===== config.mk =====
export PLATFORM = sky130hd
export DESIGN_NAME = small_key_value_table_flat
export DESIGN_NICKNAME = d
export VERILOG_FILES = /design/src/design/skv_pkg.sv /design/src/design/skv_req_if.sv /design/src/design/skv_rsp_if.sv /design/src/design/small_key_value_table.sv /design/src/design/skv_cell.sv /design/src/flat_wrapper.sv
export SDC_FILE = /design/constraint.sdc
export NUM_CORES = 1
export LEC_CHECK = 0
export ABC_AREA = 1
export BUFFER_PORTS_ARGS = -buffer_cell sky130_fd_sc_hd__buf_2
export CORE_ASPECT_RATIO = 1.75
export CORE_MARGIN = 2
export CORE_UTILIZATION = 60
export CTS_CLUSTER_DIAMETER = 50
export DETAILED_ROUTE_END_ITERATION = 10
export PLACE_DENSITY = 0.77
export REMOVE_ABC_BUFFERS = 1
export SYNTH_ARGS = -nofsm -noshare
export SYNTH_HDL_FRONTEND = slang
export SYNTH_HIERARCHICAL = 1
export SYNTH_SLANG_ARGS = --single-unit

===== constraint.sdc =====
create_clock -name clk -period 5 [get_ports clk]
set_input_delay 1 -clock clk [delete_from_list [all_inputs] [get_ports clk]]
set_output_delay 1 -clock clk [all_outputs]
set_load 0.005 [all_outputs]

===== src/design/skv_pkg.sv =====
package skv_pkg;

  // Default sizes
  localparam int CAPACITY_DEF   = 16;
  localparam int KEY_BITS_DEF   = 16;
  localparam int VALUE_BITS_DEF = 16;

  // Fixed field widths of the request, the result and the register
  localparam int REQ_TYPE_BITS = 2;
  localparam int RD_BITS       = 16;
  localparam int COUNT_BITS    = 5;
  localparam int MISS_BITS     = 16;

  // Request codes; the unused code behaves as a lookup
  localparam logic [REQ_TYPE_BITS-1:0] REQ_LOOKUP = 2'd0;
  localparam logic [REQ_TYPE_BITS-1:0] REQ_INSERT = 2'd1;
  localparam logic [REQ_TYPE_BITS-1:0] REQ_DELETE = 2'd2;

  // Per-cell control from the sequencer
  typedef struct packed {
    logic valid;  // cell holds a live entry
    logic load;   // take the new key and value
    logic shift;  // take the neighbor's entry
  } skv_cell_ctl_t;

endpackage


===== src/design/skv_req_if.sv =====
interface skv_req_if import skv_pkg::*; #(
  parameter int KEY_BITS   = KEY_BITS_DEF,
  parameter int VALUE_BITS = VALUE_BITS_DEF
);
  logic                     valid;
  logic                     ready;
  logic [REQ_TYPE_BITS-1:0] req_type;
  logic [KEY_BITS-1:0]      key;
  logic [VALUE_BITS-1:0]    value;

  modport source (output valid, output req_type, output key, output value, input ready);
  modport sink   (input valid, input req_type, input key, input value, output ready);
endinterface


===== src/design/skv_rsp_if.sv =====
interface skv_rsp_if import skv_pkg::*; ();
  logic                  valid;
  logic                  ready;
  logic                  found;
  logic [RD_BITS-1:0]    read_value;
  logic [COUNT_BITS-1:0] entry_count;
  logic                  is_empty;
  logic                  is_full;
  logic                  rejected;

  modport source (output valid, output found, output read_value, output entry_count,
                  output is_empty, output is_full, output rejected, input ready);
  modport sink   (input valid, input found, input read_value, input entry_count,
                  input is_empty, input is_full, input rejected, output ready);
endinterface


===== src/design/small_key_value_table.sv =====
// Flow: an accepted request passes a search state, where every cell compares
//   and the match is registered, then an apply state that commits the update.
// Only one request is taken at a time; a response not yet taken holds the
//   commit, and with it the input, until the sink takes it.
// Reset: rst (synchronous, active high) empties the table, clears the missing
//   value to 0 and drops any pending response; entry contents stay undefined.
module small_key_value_table import skv_pkg::*; #(
  parameter int CAPACITY   = CAPACITY_DEF,
  parameter int KEY_BITS   = KEY_BITS_DEF,
  parameter int VALUE_BITS = VALUE_BITS_DEF
) (
  input  logic                 clk,
  input  logic                 rst,
  input  logic                 cfg_we,
  input  logic [MISS_BITS-1:0] cfg_data,
  skv_req_if.sink              req,
  skv_rsp_if.source            rsp
);

  localparam int IDX_W = (CAPACITY > 1) ? $clog2(CAPACITY) : 1;
  localparam int CNT_W = $clog2(CAPACITY + 1);

  localparam logic [1:0] ST_IDLE   = 2'd0;
  localparam logic [1:0] ST_SEARCH = 2'd1;
  localparam logic [1:0] ST_APPLY  = 2'd2;

  logic [1:0]               state;
  logic [REQ_TYPE_BITS-1:0] op;
  logic [KEY_BITS-1:0]      key_q;
  logic [VALUE_BITS-1:0]    val_q;
  logic [CNT_W-1:0]         count;
  logic [CNT_W-1:0]         count_next;
  logic [MISS_BITS-1:0]     missing_value;
  logic [CAPACITY-1:0]      match;
  logic [CAPACITY-1:0]      match_q;
  logic [IDX_W-1:0]         pos;
  logic [VALUE_BITS-1:0]    hit_value;
  logic                     hit;
  logic                     full;
  logic                     commit;
  logic                     is_ins;
  logic                     is_del;
  logic                     is_look;
  logic                     do_ins;
  logic                     do_del;

  logic [KEY_BITS-1:0]   cell_key   [CAPACITY];
  logic [VALUE_BITS-1:0] cell_value [CAPACITY];
  skv_cell_ctl_t         cell_ctl   [CAPACITY];

  assign req.ready = (state == ST_IDLE);
  assign commit    = (state == ST_APPLY) && (!rsp.valid || rsp.ready);

  // Decode the held request
  assign is_ins  = (op == REQ_INSERT);
  assign is_del  = (op == REQ_DELETE);
  assign is_look = !is_ins && !is_del;
  assign hit     = |match_q;
  assign full    = (count == CNT_W'(CAPACITY));
  assign do_ins  = is_ins && !hit && !full;
  assign do_del  = is_del && hit;

  // Encode the hit position and select its value
  always_comb begin
    pos       = '0;
    hit_value = '0;
    for (int i = 0; i < CAPACITY; i++) begin
      if (match_q[i]) begin
        pos       = pos | IDX_W'(i);
        hit_value = hit_value | cell_value[i];
      end
    end
  end

  // Count after this request
  always_comb begin
    count_next = count;
    if (do_ins) begin
      count_next = count + CNT_W'(1);
    end else if (do_del) begin
      count_next = count - CNT_W'(1);
    end
  end

  // Row of cells, each fed by its upper neighbor; the last one feeds back its own entry
  for (genvar i = 0; i < CAPACITY; i++) begin : g_cell
    assign cell_ctl[i].valid = (CNT_W'(i) < count);
    assign cell_ctl[i].load  = commit && do_ins && (CNT_W'(i) == count);
    assign cell_ctl[i].shift = commit && do_del && (IDX_W'(i) >= pos);

    if (i == CAPACITY - 1) begin : g_last
      skv_cell #(.KEY_BITS(KEY_BITS), .VALUE_BITS(VALUE_BITS)) u_cell (
        .clk        (clk),
        .ctl        (cell_ctl[i]),
        .search_key (key_q),
        .new_value  (val_q),
        .next_key   (cell_key[i]),
        .next_value (cell_value[i]),
        .key        (cell_key[i]),
        .value      (cell_value[i]),
        .match      (match[i])
      );
    end else begin : g_mid
      skv_cell #(.KEY_BITS(KEY_BITS), .VALUE_BITS(VALUE_BITS)) u_cell (
        .clk        (clk),
        .ctl        (cell_ctl[i]),
        .search_key (key_q),
        .new_value  (val_q),
        .next_key   (cell_key[i+1]),
        .next_value (cell_value[i+1]),
        .key        (cell_key[i]),
        .value      (cell_value[i]),
        .match      (match[i])
      );
    end
  end

  // Capture the request and the compare result
  always_ff @(posedge clk) begin
    if (req.valid && req.ready) begin
      op    <= req.req_type;
      key_q <= req.key;
      val_q <= req.value;
    end
    if (state == ST_SEARCH) begin
      match_q <= match;
    end
  end

  // Sequence: accept, compare, commit
  always_ff @(posedge clk) begin
    if (rst) begin
      state <= ST_IDLE;
      count <= '0;
    end else begin
      unique case (state)
        ST_IDLE: begin
          if (req.valid) begin
            state <= ST_SEARCH;
          end
        end
        ST_SEARCH: begin
          state <= ST_APPLY;
        end
        ST_APPLY: begin
          if (commit) begin
            state <= ST_IDLE;
            count <= count_next;
          end
        end
        default: begin
          state <= ST_IDLE;
        end
      endcase
    end
  end

  // Hold the missing value register
  always_ff @(posedge clk) begin
    if (rst) begin
      missing_value <= '0;
    end else if (cfg_we) begin
      missing_value <= cfg_data;
    end
  end

  // Response register: load on commit, drop when taken
  always_ff @(posedge clk) begin
    if (rst) begin
      rsp.valid <= 1'b0;
    end else if (commit) begin
      rsp.valid <= 1'b1;
    end else if (rsp.ready) begin
      rsp.valid <= 1'b0;
    end
  end

  always_ff @(posedge clk) begin
    if (commit) begin
      rsp.found       <= hit;
      rsp.read_value  <= (is_look && hit) ? RD_BITS'(hit_value)
                                          : RD_BITS'(VALUE_BITS'(missing_value));
      rsp.entry_count <= COUNT_BITS'(count_next);
      rsp.is_empty    <= (count_next == '0);
      rsp.is_full     <= (count_next == CNT_W'(CAPACITY));
      rsp.rejected    <= is_ins && !hit && full;
    end
  end

endmodule


===== src/design/skv_cell.sv =====
module skv_cell import skv_pkg::*; #(
  parameter int KEY_BITS   = KEY_BITS_DEF,
  parameter int VALUE_BITS = VALUE_BITS_DEF
) (
  input  logic                  clk,
  input  skv_cell_ctl_t         ctl,
  input  logic [KEY_BITS-1:0]   search_key,
  input  logic [VALUE_BITS-1:0] new_value,
  input  logic [KEY_BITS-1:0]   next_key,
  input  logic [VALUE_BITS-1:0] next_value,
  output logic [KEY_BITS-1:0]   key,
  output logic [VALUE_BITS-1:0] value,
  output logic                  match
);

  // Compare the stored key against the broadcast key
  assign match = ctl.valid && (key == search_key);

  // Load a new entry or pull the neighbor's entry down
  always_ff @(posedge clk) begin
    if (ctl.load) begin
      key   <= search_key;
      value <= new_value;
    end else if (ctl.shift) begin
      key   <= next_key;
      value <= next_value;
    end
  end

endmodule


===== src/flat_wrapper.sv =====
// flat-port wrapper written by rule: the top's interface ports become plain ports
module small_key_value_table_flat import skv_pkg::*;
#(
  parameter int CAPACITY   = CAPACITY_DEF,
  parameter int KEY_BITS   = KEY_BITS_DEF,
  parameter int VALUE_BITS = VALUE_BITS_DEF
)
  (clk, rst, cfg_we, cfg_data, req_valid, req_req_type, req_key, req_value, req_ready, rsp_valid, rsp_found, rsp_read_value, rsp_entry_count, rsp_is_empty, rsp_is_full, rsp_rejected, rsp_ready);
  skv_req_if #(.KEY_BITS(KEY_BITS), .VALUE_BITS(VALUE_BITS)) req_i ();
  skv_rsp_if rsp_i ();
  input  logic clk;
  input  logic rst;
  input  logic cfg_we;
  input  logic [MISS_BITS-1:0] cfg_data;
  input wire logic [$bits(req_i.valid)-1:0] req_valid;
  input wire logic [$bits(req_i.req_type)-1:0] req_req_type;
  input wire logic [$bits(req_i.key)-1:0] req_key;
  input wire logic [$bits(req_i.value)-1:0] req_value;
  output wire logic [$bits(req_i.ready)-1:0] req_ready;
  output wire logic [$bits(rsp_i.valid)-1:0] rsp_valid;
  output wire logic [$bits(rsp_i.found)-1:0] rsp_found;
  output wire logic [$bits(rsp_i.read_value)-1:0] rsp_read_value;
  output wire logic [$bits(rsp_i.entry_count)-1:0] rsp_entry_count;
  output wire logic [$bits(rsp_i.is_empty)-1:0] rsp_is_empty;
  output wire logic [$bits(rsp_i.is_full)-1:0] rsp_is_full;
  output wire logic [$bits(rsp_i.rejected)-1:0] rsp_rejected;
  input wire logic [$bits(rsp_i.ready)-1:0] rsp_ready;
  assign req_i.valid = req_valid;
  assign req_i.req_type = req_req_type;
  assign req_i.key = req_key;
  assign req_i.value = req_value;
  assign req_ready = req_i.ready;
  assign rsp_valid = rsp_i.valid;
  assign rsp_found = rsp_i.found;
  assign rsp_read_value = rsp_i.read_value;
  assign rsp_entry_count = rsp_i.entry_count;
  assign rsp_is_empty = rsp_i.is_empty;
  assign rsp_is_full = rsp_i.is_full;
  assign rsp_rejected = rsp_i.rejected;
  assign rsp_i.ready = rsp_ready;
  small_key_value_table #(.CAPACITY(CAPACITY), .KEY_BITS(KEY_BITS), .VALUE_BITS(VALUE_BITS)) u_core (.clk(clk), .rst(rst), .cfg_we(cfg_we), .cfg_data(cfg_data), .req(req_i), .rsp(rsp_i));
endmodule

==> impl_metrics.yaml <==
run_status:
  status: "complete, no violations"
cts:
  postCtsSetupBuffers: 0
  cts_resized: 0
  ctsLongestPathBuffers: 3
  path_clk_slew_ns: 0.07
  cts_made_buffers: 55
  h-tree-depth: 2
  cts_sinks: 611
  cts_hold_buf: 0
  cts_tree: "yes"
  clockRootBuffer: "clkbuf_16"
  clock_latency_ns: 0.62
sta:
  layout_setup_ws_ns: 1.34
  worstMarginPinSlew_ns: 1.37
  rsz0062_at_grt: "no"
  tns_ns: 0
  max_freq_mhz: 273
  fin_crit_ns: 3.66
  fin_crit_sh_pct: 73.1
  slew_headroom_pct: 8.43
  drv_slew: 0
  setup_viol: 0
  hold-worst-slack_ns: 0.457
  hold_violations: 0
  fin_skew_ns: 0.0177
synth:
  synth_cell_types: 39
  synth_area_leaders: "edfxtp_1 55%, nand2_1 23%, inv_1 5.1%, nor2_1 2.4%, o21ai_1 2.1%"
  netlist_area_um2: 32000
  synth_edf_count: 587
  synth_warnings: 6
  async_reset_ff_share_pct: 0
  syn_area_per_cell_um2: 8.20
  synth_ff_type: "edfxtp_1"
  yosysSeqAreaShare_pct: 56.6
  synth_area_leader_cell: "edfxtp_1"
  synth_top_area_share_pct: 55.1
  synthCells: 3900
  ys_ff_latch: 611
floorplanning:
  die_area_um2: 55300
  chipWidth_um: 179
  rows: 112
  die_h_um: 309
  pin_count: 82
  core_um2: 53000
  start_util_pct: 60.4
routing:
  drt-pass1-iter-count: 6
  wl_per_cell_um: 22.2
  via_per_inst: 5.73
  dr_total_vias: 26812
  drc: 0
  drt-initial-drc-count: 2747
  drt_wl_total_um: 104000
  ant_nets: 0
placement:
  hpwlAfterDp_um: 73700
  numPortBuffers: 81
  routabilityCongestion: 0.997
  pre_cts_slack_ns: 1.29
  place_inst: 4574
worst_setup_path:
  critPathKind: "register to register"
  cp.required_ns: 5.24
  r2r-start: "u_core/match_q[1]"
  critPathLaunchType: "register"
  cp_max_fo: 32
  endpoint_kind: "register"
  cp.arrival_ns: 3.90
  startpoint: "u_core/match_q[1]"
layout:
  synthToLayoutAreaGrowth_pct: 8.56
  layout-drive-gt1-share_pct: 6.97
  stdcell_count: 4677
  nets: 4009
hold_path:
  min-delay-start: "u_core/missing_value[14]"
  min_path_type: "register to register"
global_route:
  grt_pass1_wl_um: 153000
  grt_max_degree: 49
  grt_pass1_vias: 25997
  antenna_found_initial: 5
  grt_overflow: 0
  grt.total_usage_pct: 38.0
power:
  leakagePower_nw: 15.9
  ir_drop_v: 0.000301
  power.density_nw_per_um2: 305
job:
  maxCapViolations: 0
## power by group
| part | switching [mW] | leakage, nW | internal [mW] | total [mW] |
|---|---|---|---|---|
| Combinational | 0.423 | 9.57 | 0.160 | 0.583 |
| Sequential | 0.133 | 5.50 | 5.59 | 5.72 |
| Clock | 1.93 | 0.863 | 2.38 | 4.31 |
## layout by cell type (no fill, tap or decap), types with 4 or more instances in the layout
cell and n:
nand2_1 1921, edfxtp_1 587, inv_1 435, nor2_1 192, o21ai_1 132, o21ai_0 94, buf_2 81, nand3_1 67
clkbuf_16 55, o22ai_1 48, buf_4 46, a21oi_1 39, nand4_1 36, dfxtp_1 24, xor2_1 21, inv_2 20
a22o_1 16, or2_2 16, xnor2_1 16, a221oi_1 15, clkinv_1 13, nor2_2 12, clkinv_2 11, clkbuf_1 10
nor2_4 9, nor4_1 9, a31oi_1 9, nor3_1 8, bufinv_16 7, ha_1 7, a41oi_1 6, diode_2 4
nor3_2 4
## critical path, stage by stage (launching register included)
cell and delay, ns:
edfxtp_1 0.74, nor2_4 0.25, nand2_1 0.11, nor2_4 0.17, nand2_8 0.10, nor2_4 0.12, nand2_4 0.10, nor2_4 0.18
nand2_2 0.14, nor2_2 0.55, or2_2 0.80
## registers in the layout, summed over array words and instances (netlist names), 5 cells and up
signal	cells
u_core/g_cell.g_mid.u_cell/key	240
u_core/g_cell.g_mid.u_cell/value	240
u_core/g_cell.g_last.u_cell/key	16
u_core/g_cell.g_last.u_cell/value	16
u_core/key_q	16
u_core/match_q	16
u_core/missing_value	16
u_core/rsp.read_value	16
u_core/val_q	16
u_core/count	5
u_core/rsp.entry_count	5
## kinds of logic (layout without fill, tap and decap cells)
family          Yosys count  count (layout)  synth area share, %
compound gates          364             364                 6.39
xor+xnor                 37              37                 1.01
buf+inv                 595             684                 7.60
fa+ha+maj                 7               7                0.274
simple gates           2286            2286                 28.1
other cells               0               4                    0
flops                   611             611                 56.6
## metal layers
layer | share of wire [%] | GRT usage [%] | vias to the layer above
li1 | - | - | 12562
met1 | 32 | 39.2 | 12288
met2 | 49 | 65.4 | 1443
met3 | 7.6 | 6.78 | 517
met4 | 11 | 34.1 | 2
met5 | 0.016 | 0 | -
## stage by stage
step                      power (mW)  instance area [µm²]  util [%]
after CTS                       10.6                34700      65.6
after floorplan                 6.08                31300         -
final                           10.6                34700      65.6
after detailed placement        6.38                33000      62.2
after global routing            10.8                34700      65.6
after global placement          6.38                33000      62.2
## Yosys cell counts, types with 12 or more instances
cell / n
a221oi_1: 15
o22ai_1: 48
edfxtp_1: 587
nor2_1: 202
o21ai_0: 94
xnor2_1: 16
a21oi_1: 39
buf_2: 102
nand3_1: 67
dfxtp_1: 24
nor3_1: 12
o21ai_1: 132
or2_2: 16
xor2_1: 21
inv_2: 20
nand4_1: 36
nand2_1: 1921
inv_1: 435
clkbuf_1: 22
a22o_1: 16
## path summary, 6_finish.rpt
kind         cells past startpoint  slack (ns)                               endpoint
max                             10        1.34  u_core/g_cell[13].g_mid.u_cell/key[8]
min                              2        0.46               u_core/missing_value[14]
max reg2reg                     10        1.34  u_core/g_cell[13].g_mid.u_cell/key[8]
min reg2reg                      2        0.46               u_core/missing_value[14]
## cell type report
type / count / area (µm²)
fill: 4484 / 18200
sequential: 611 / 18100
clock buffer: 65 / 1410
antenna: 4 / 10.0
clock inverter: 34 / 348
tap: 684 / 856
multi-input combinational: 2694 / 11500
timing repair buffer: 128 / 771
inverter: 457 / 1720
Power figures use the tool's default switching activity.
